[src/rtl/lzw_ram.sv]
// Generic single-write, single-read RAM with registered read data.
module lzw_ram #(
  parameter int WIDTH = 9,
  parameter int DEPTH = 256
) (
  input  logic                     clk,
  input  logic                     we,
  input  logic [$clog2(DEPTH)-1:0] waddr,
  input  logic [WIDTH-1:0]         wdata,
  input  logic [$clog2(DEPTH)-1:0] raddr,
  output logic [WIDTH-1:0]         rdata
);

  logic [WIDTH-1:0] mem [DEPTH];

  // write port and registered read port
  always_ff @(posedge clk) begin
    if (we) begin
      mem[waddr] <= wdata;
    end
    rdata <= mem[raddr];
  end

endmodule

[config.mk]
export PLATFORM = sky130hd
export DESIGN_NAME = lzw_ram
export DESIGN_NICKNAME = d
export VERILOG_FILES = /design/src/rtl/lzw_ram.sv
export SDC_FILE = /design/constraint.sdc
export NUM_CORES = 2
export LEC_CHECK = 0
export CORE_MARGIN = 2
export CORE_UTILIZATION = 50
export DETAILED_ROUTE_END_ITERATION = 10
export DONT_BUFFER_PORTS = 1
export PLACE_DENSITY = 0.65
export SKIP_LAST_GASP = 1
export SLEW_MARGIN = 5
export SYNTH_ARGS = -nofsm -noshare
export SYNTH_HDL_FRONTEND = slang
export SYNTH_SLANG_ARGS = --single-unit
[constraint.sdc]
create_clock -name clk -period 5.3 [get_ports clk]
set_input_delay 0.265 -clock clk [delete_from_list [all_inputs] [get_ports clk]]
set_output_delay 0.265 -clock clk [all_outputs]
set_load 0.1 [all_outputs]
==> flow_metrics.tcl <==
set metrics [dict create \
    dp_cells 6379 \
    combPwrFrac 0.045 \
    cts_buffers 223 \
    p_leak_nw 30.6 \
    dpl_cell_area_mm2 0.0911 \
    finalCritPeriodShare 0.895 \
    fillers 13000 \
    clk_path_buf_depth 3 \
    area_growth_pct 11.4 \
    finalClockSkew_ps 35.4 \
    grt_pass1_vias 43000 \
    clk_latency_ps 870 \
    die_x_um 427 \
    avgSynthCellArea_um2 21.1 \
    yosysSeqAreaShare 0.777 \
    cp.buffers_inverters 4 \
    yosys_warnings 0 \
    vdd_drop_max_mv 0.387 \
    cts_tree "done" \
    layout_commonest_cell "edfxtp_1" \
    clkTransAtPathRegs_ps 60 \
    vias 43500 \
    die-area_mm2 0.182 \
    slew_viol_final 132 \
    grt_pass1_wl_um 313000 \
    cts_root_buf "clkbuf_16" \
    drive_above_1_share 0.205 \
    start_kind "input pin" \
    multi_input_area_mm2 0.0184 \
    fp-row-count 155 \
    cpMostUsedCell "buf_16" \
    dp_hpwl_um 118000 \
    die_h_um 427 \
    drtIter0Drc 5530 \
    fin_nets 4303 \
    slowest_stage "nor4_1" \
    max-cap-violations 0 \
    layout_common_cells "edfxtp_1 (2,304), mux4_2 (467), nor2_1 (298)" \
    critPathMaxStageDelay_ps 1060 \
    synth_edf_count 2304 \
    drt_wl_total_um 219000 \
    grt_overflow 0 \
    cp_top_family "buffers and inverters" \
    layout_min_cycle_time_ps 4740 \
    firstDrtPassIters 6 \
    critical_path_arrival_ps 5430 \
    regArea_mm2 0.0694 \
    power_mw 38.6 \
    hold_viol 0 \
    ys_ff_latch 2313 \
    p_int_mw 30.4 \
    path_max_fanout 119 \
    whs_ps 17.7 \
    synth_cell_type_count 57 \
    tightestPinTransition_ps 1840 \
    synthCells 4237 \
    worstSetupEndpointType "register" \
    final_area_mm2 0.0995 \
    track_usage 0.241 \
    relSlewSlack -0.227 \
    antenna_found_initial 9 \
    rsz0062_at_grt "false" \
    io-pin-count 36 \
    cts_setup_buffers 0 \
    crit_chain "buf_16 -> buf_16 -> buf_16 -> buf_16 -> mux4_2 -> a22oi_1 -> a21oi_1 -> nor4_1 -> nor4_1" \
    grt_max_degree 681 \
    htreeDepth 4 \
    outcome "finished with violations" \
    setup_tns_ps 0 \
    finalSetupViolations 0 \
    crit_type "in -> reg" \
    p_sw_frac 0.212 \
    drtAntennaViolNets 0 \
    fmax_mhz 211 \
    port_buffers 0 \
    hp-class "in -> reg" \
    power_density_mw_per_mm2 388 \
    synth_flop_cell "edfxtp_1" \
    drc 0 \
    fp.coreArea_mm2 0.178 \
    power_frac_seq 0.523 \
    netlist_area_mm2 0.0893 \
    final_cells 6833 \
    p_sw_mw 8.18 \
    avgViaCountPerCell 6.36 \
    cts_sinks 2313 \
    syn-num-nets 4264 \
    async_flop_share 0 \
    place_congestion 0.849 \
    critPathRequiredTime_ps 5980 \
    start_util 0.502 \
    clockPowerShare 0.432 \
    wl_per_cell_um 32.1 \
    violations "slew limit" \
]
power by group through the flow:
| stage | sequential [mW] | clock (mW) | combinational [mW] |
|---|---|---|---|
| after CTS | 20.2 | 16.9 | 1.54 |
| after global placement | 20.6 | 0 | 1.20 |
| after global routing | 20.2 | 17.6 | 1.80 |
| after floorplan | 20.7 | 0 | 0.957 |
| final | 20.2 | 16.7 | 1.73 |
| after detailed placement | 20.6 | 0 | 1.20 |
per-layer routing:
metal / vias up / wire length (µm) / global-route usage
met4: 6 / 6930 / 0.0773
li1: 17900 / - / -
met2: 2153 / 103000 / 0.366
met1: 23100 / 88500 / 0.352
met3: 357 / 20800 / 0.0517
met5: - / 41 / 0
stage by stage:
step           setup slack, ps   util
2_1_floorplan             3170      -
3_3_place_gp              1480  0.512
3_5_place_dp              1580  0.512
4_1_cts                   2100  0.558
5_1_grt                    244  0.559
6_report                   558  0.559
sequential cells by signal, indices dropped and copies added (netlist names):
register	cells
rdata	9
mem	2304
cell families after synthesis:
| kind of cell | share of synthesized area |
|---|---|
| flops | 0.777 |
| buf+inv | 0.0175 |
| simple gates | 0.0250 |
| compound gates | 0.0375 |
| mux | 0.143 |
synth_stat cells, types with 3 or more instances:
| master | number | area, µm² |
|---|---|---|
| o21ai_0 | 31 | 155 |
| a211oi_1 | 26 | 195 |
| o22ai_1 | 65 | 407 |
| o32ai_1 | 3 | 26.3 |
| nand3_1 | 31 | 155 |
| a311oi_1 | 3 | 26.3 |
| a32oi_1 | 3 | 26.3 |
| mux2i_1 | 177 | 1770 |
| nor2_1 | 305 | 1140 |
| dfxtp_1 | 9 | 180 |
| clkbuf_1 | 120 | 450 |
| buf_8 | 12 | 180 |
| buf_12 | 5 | 100 |
| nand3b_1 | 3 | 22.5 |
| a221oi_1 | 11 | 96.3 |
| o21ai_1 | 5 | 25.0 |
| a22o_1 | 8 | 70.1 |
| nor2b_1 | 28 | 175 |
| o221ai_1 | 35 | 307 |
| mux2_2 | 21 | 236 |
| buf_1 | 14 | 52.6 |
| buf_2 | 54 | 270 |
| a31oi_1 | 10 | 62.6 |
| edfxtp_1 | 2304 | 69200 |
| nand2_1 | 40 | 150 |
| and3b_1 | 4 | 35.0 |
| nor3b_1 | 3 | 22.5 |
| buf_6 | 26 | 293 |
| a22oi_1 | 174 | 1310 |
| a21oi_1 | 98 | 490 |
| and3_1 | 3 | 18.8 |
| mux4_2 | 467 | 10500 |
| nor4_1 | 27 | 169 |
| buf_4 | 28 | 210 |
| o31a_1 | 8 | 70.1 |
| or2_2 | 4 | 25.0 |
| nand2b_1 | 9 | 56.3 |
| mux4_1 | 9 | 236 |
| a211o_1 | 3 | 26.3 |
| nor3_1 | 21 | 105 |
| nand4_1 | 11 | 68.8 |
what timing repair did:
action	4_1_cts	5_1_grt
setup endpoints to repair	0	2
resized for setup	0	0
hold buffers	17	2
hold endpoints to repair	2328	119
final timing paths:
kind                                            start  slack [ps]                    end  cells past startpoint
worst min-delay path                         wdata[4]          20  mem[193][4]$_DFFE_PP_                      1
worst min register to register   mem[39][1]$_DFFE_PP_         990       rdata[1]$_DFF_P_                      5
worst max-delay path                         raddr[0]         560       rdata[4]$_DFF_P_                      9
worst max register to register  mem[210][0]$_DFFE_PP_        1910       rdata[0]$_DFF_P_                      6
layout make-up:
cell class / instances / share of cell area
flip-flops and latches: 2313 / 0.697
diodes: 1 / 0.0000252
clock inverters: 149 / 0.0188
well taps: 2355 / 0.0296
repair buffers: 73 / 0.00923
multi-input cells: 1663 / 0.185
clock buffers: 277 / 0.0597
inverters: 2 / 0.0000755
Note: power is estimated with default switching activity, not from simulation.
