--- config.mk ---
export PLATFORM = sky130hd
export DESIGN_NAME = lzw_group
export DESIGN_NICKNAME = d
export VERILOG_FILES = /design/src/rtl/lzw_pkg.sv /design/src/rtl/lzw_cell.sv /design/src/rtl/lzw_group.sv
export SDC_FILE = /design/constraint.sdc
export NUM_CORES = 2
export LEC_CHECK = 0
export BUFFER_PORTS_ARGS = -buffer_cell sky130_fd_sc_hd__buf_2
export CAP_MARGIN = 30
export CORE_MARGIN = 8
export CORE_UTILIZATION = 60
export CTS_CLUSTER_SIZE = 10
export DETAILED_ROUTE_END_ITERATION = 8
export PLACE_DENSITY = 0.82
export REMOVE_ABC_BUFFERS = 1
export SLEW_MARGIN = 20
export SYNTH_ARGS = -nofsm -noshare
export SYNTH_HDL_FRONTEND = slang
export SYNTH_SLANG_ARGS = --single-unit
export TNS_END_PERCENT = 1
--- constraint.sdc ---
create_clock -name clk -period 3.7 [get_ports clk]
set_input_delay 0 -clock clk [delete_from_list [all_inputs] [get_ports clk]]
set_output_delay 0 -clock clk [all_outputs]
set_load 0.005 [all_outputs]
--- src/rtl/lzw_pkg.sv ---
// Shared widths, limits and bus types of the LZW compressor.
package lzw_pkg;

  localparam int CODE_W     = 12;
  localparam int SYM_W      = 8;
  localparam int KEY_W      = CODE_W + SYM_W;
  localparam int ALPHA_W    = 9;
  localparam int NEXT_W     = 13;
  localparam int DICT_DEPTH = 4096;
  localparam int GROUP_SIZE = 64;
  localparam int ALPHA_LIMIT = 511;

  // Lookup broadcast to every dictionary cell when an item is accepted
  typedef struct packed {
    logic                 en;
    logic [KEY_W-1:0]     key;
    logic [ALPHA_W-1:0]   alpha_count;
    logic [NEXT_W-1:0]    next_code;
  } lzw_query_t;

  // New dictionary entry
  typedef struct packed {
    logic                 en;
    logic [CODE_W-1:0]    index;
    logic [KEY_W-1:0]     key;
  } lzw_write_t;

  // Match report: at most one cell hits, so codes combine by OR
  typedef struct packed {
    logic                 hit;
    logic [CODE_W-1:0]    code;
  } lzw_match_t;

endpackage

--- src/rtl/lzw_cell.sv ---
// One dictionary cell: holds the key of the phrase with a fixed code.
module lzw_cell #(
  parameter int IDX = 0
) (
  input  logic                clk,
  input  lzw_pkg::lzw_query_t query,
  input  lzw_pkg::lzw_write_t wr,
  output lzw_pkg::lzw_match_t match
);

  localparam logic [lzw_pkg::CODE_W-1:0] CODE   = lzw_pkg::CODE_W'(IDX);
  localparam logic [lzw_pkg::NEXT_W-1:0] CODE_N = lzw_pkg::NEXT_W'(IDX);

  logic [lzw_pkg::KEY_W-1:0] key;
  logic                      hit;
  logic                      live;

  // entry belongs to the current message only between the terminator and next_code
  assign live = (CODE_N > {{(lzw_pkg::NEXT_W - lzw_pkg::ALPHA_W){1'b0}}, query.alpha_count})
             && (CODE_N < query.next_code);

  // store the key when this code is assigned
  always_ff @(posedge clk) begin
    if (wr.en && (wr.index == CODE)) begin
      key <= wr.key;
    end
  end

  // compare against the lookup once per accepted word
  always_ff @(posedge clk) begin
    if (query.en) begin
      hit <= live && (key == query.key);
    end
  end

  assign match.hit  = hit;
  assign match.code = hit ? CODE : '0;

endmodule

--- src/rtl/lzw_group.sv ---
// A run of dictionary cells with a registered OR of their match reports.
module lzw_group #(
  parameter int BASE  = 0,
  parameter int COUNT = 64
) (
  input  logic                clk,
  input  lzw_pkg::lzw_query_t query,
  input  lzw_pkg::lzw_write_t wr,
  output lzw_pkg::lzw_match_t match
);

  lzw_pkg::lzw_match_t cell_match [COUNT];
  lzw_pkg::lzw_match_t match_or;

  // row of cells, one per code
  for (genvar k = 0; k < COUNT; k++) begin : g_cell
    lzw_cell #(
      .IDX (BASE + k)
    ) u_cell (
      .clk   (clk),
      .query (query),
      .wr    (wr),
      .match (cell_match[k])
    );
  end

  // combine the cell reports
  always_comb begin
    match_or = '0;
    for (int k = 0; k < COUNT; k++) begin
      match_or.hit  = match_or.hit  | cell_match[k].hit;
      match_or.code = match_or.code | cell_match[k].code;
    end
  end

  always_ff @(posedge clk) begin
    match <= match_or;
  end

endmodule

==> impl_metrics.yaml <==
outcome:
  status: "complete, no violations"
cts:
  cts_buffer_depth: 3
  clock_sinks: 1330
  h-tree-depth: 4
  post_cts_buffers: 0
  clkSlewWorstSetupHoldPaths_ns: 0.06
  cts_buffers: 152
  cts-root-buf: "clkbuf_16"
  postCtsHoldBufs: 37
  cts_tree: "built"
  clock_latency_ns: 0.77
  cts-resized-gates: 0
critical_path:
  critPathCaptureType: "flop"
  crit_path_start_kind: "input port"
  worstPathArrival_ns: 3.46
  cp_max_fo: 16
  path_cells: "dlygate4sd3_1, buf_2, nor4_1, dlygate4sd3_1, buf_4, nand2_1, nor2_1, nand3_1, a221oi_1"
  critPathRequiredTime_ns: 4.27
  cp.buffers_inverters: 4
  critPathTopFamily: "buffers and inverters"
  critPathSlowestCell: "dlygate4sd3_1"
  worstSetupPathType: "in2reg"
  crit_top_cell: "dlygate4sd3_1"
  critPathMaxStageDelay_ns: 0.63
routing:
  drt_pre_antenna_iters: 7
  drt-initial-drc-count: 5588
  vias: 34700
  remaining_drc_errors: 0
  vias_per_cell: 6.70
  drtAntennaViolNets: 0
  drt-total-wl_microns: 179000
  wl_per_cell_microns: 34.6
sta:
  finalSetupTns_ns: 0
  setup_violations: 0
  final_hold_viol_count: 0
  period_share: 0.781
  period_needed_ns: 2.89
  max_slew_margin: 0.219
  max_freq_mhz: 346
  fin_worst_skew_ns: 0.0256
  slew_violations: 0
  worst_slew_pin_slew_ns: 1.17
  rsz0062_at_grt: "no"
global_route:
  grt_pass1_wl_microns: 249000
  grtUsageTotal: 0.340
  antenna_found_initial: 7
  grt.overflow.total: 0
  grt_pass1_vias: 34100
  grt_start_max_net_pins: 56
finish:
  final_cell_mix: "edfxtp_1, xor2_1, xnor2_1"
  drive_gt1_frac: 0.123
  area_growth_syn_to_layout_pct: 13.9
  layout_commonest_cell: "edfxtp_1"
  stdcell_count: 5178
  fillers: 5863
  final_nets: 3957
die:
  die_w_microns: 323
  start_util: 0.605
  rows: 112
  die_y_microns: 323
  dieArea_sq_um: 104000
  io_pins: 90
  fp.coreArea_sq_um: 93200
pwr:
  power_density_nw_per_um2: 498
  power_leakage_uw: 0.0205
  ir_worst_vdd_uv: 322
synthesis:
  synth-seq-area-share: 0.707
  syn_area_sq_um: 56400
  ys_async_sr_fraction: 0
  synth-main-ff-cell: "edfxtp_1"
  avgSynthCellArea_sq_um: 15.8
  ys_ff_latch: 1330
  synth_cells: 3579
  yosys_warnings: 0
  synth_cell_type_count: 55
  synth-edff-count: 1323
place:
  gp_congestion: 1.07
  dpl.hpwl_microns: 105000
  io_buffer_count: 83
  dp_cells: 4939
worst_hold_path:
  min_path_type: "in2reg"
run:
  maxCapViolCount: 0
cell families (layout without fill, tap and decap cells):
family                    Yosys count  count (layout)  share of synthesized area
xor gates and xnor gates         1260            1260                      0.196
AOI/OAI and AO/OA                 120             120                     0.0158
DFF                              1330            1330                      0.707
and+or+nand+nor                   690             690                     0.0685
other                               1              15                  0.0000665
buffers and inverters             178             509                     0.0133
worst paths after layout:
kind	from	endpoint	slack, ns	depth (start not counted)
worst max-delay path	query[18]	g_cell[6].u_cell.hit	0.81	9
worst min-delay path	query[36]	g_cell[36].u_cell.hit	0.06	4
worst max register to register	g_cell[38].u_cell.key[1]	g_cell[38].u_cell.hit	1.39	7
worst min register to register	g_cell[22].u_cell.hit	match[2]	0.59	2
registers in the layout, indices dropped and copies added, names as in the netlist:
signal,flops
match,7
g_cell.u_cell.hit,63
g_cell.u_cell.key,1260
routing by layer:
metal / global-route usage / routed length, microns
met1: 0.449 / 61400
met2: 0.522 / 80500
met3: 0.101 / 27200
met4: 0.161 / 10100
met5: 0 / 47
tightest hold or removal path, stage by stage:
cell       delay [ns]
buf_4            0.22
xnor2_1          0.18
nand4_1          0.14
a2111oi_0        0.08
stage by stage:
step | cell area, sq um | power, uW | hold WS [ns] | util | setup WS, ns
6_report | 64200 | 32000 | 0.0582 | 0.689 | 0.810
2_1_floorplan | 55700 | 17600 | 0.0989 | - | 1.12
4_1_cts | 64200 | 31900 | 0.00700 | 0.689 | 1.14
3_5_place_dp | 59600 | 19000 | 0.381 | 0.640 | 0.712
3_3_place_gp | 59600 | 18900 | 0.381 | 0.640 | 0.762
5_1_grt | 64200 | 32600 | 0.0536 | 0.689 | 0.856
Yosys cell counts (all sizes together) (31+ instances only):
cell type | count | area share
clkbuf | 73 | 0.0049
edfxtp | 1323 | 0.70
a2111oi | 31 | 0.0055
nand4 | 172 | 0.019
nand3 | 46 | 0.0041
nor2 | 98 | 0.0066
xnor2 | 549 | 0.085
nand2 | 61 | 0.0041
nor3 | 39 | 0.0035
nor4 | 222 | 0.025
buf | 102 | 0.0083
xor2 | 711 | 0.11
layout make-up:
cell class                 instances  area [sq um]  area share
antenna                            9          22.5    0.000351
clock buffer                     179          4050      0.0631
clock inverter                    10           111     0.00173
inverter                           3          11.3    0.000175
multi-input combinational       2076         15900       0.247
sequential                      1330         39900       0.621
tap                             1254          1570      0.0244
timing repair buffer             317          2730      0.0424
power breakdown:
part	total (uW)	switching (uW)	internal (uW)
clock network	13200	5600	7620
logic	2130	1530	599
registers	16700	43.9	16600
total	32000	7170	24800
No activity file was read; power rests on OpenSTA's default activity.
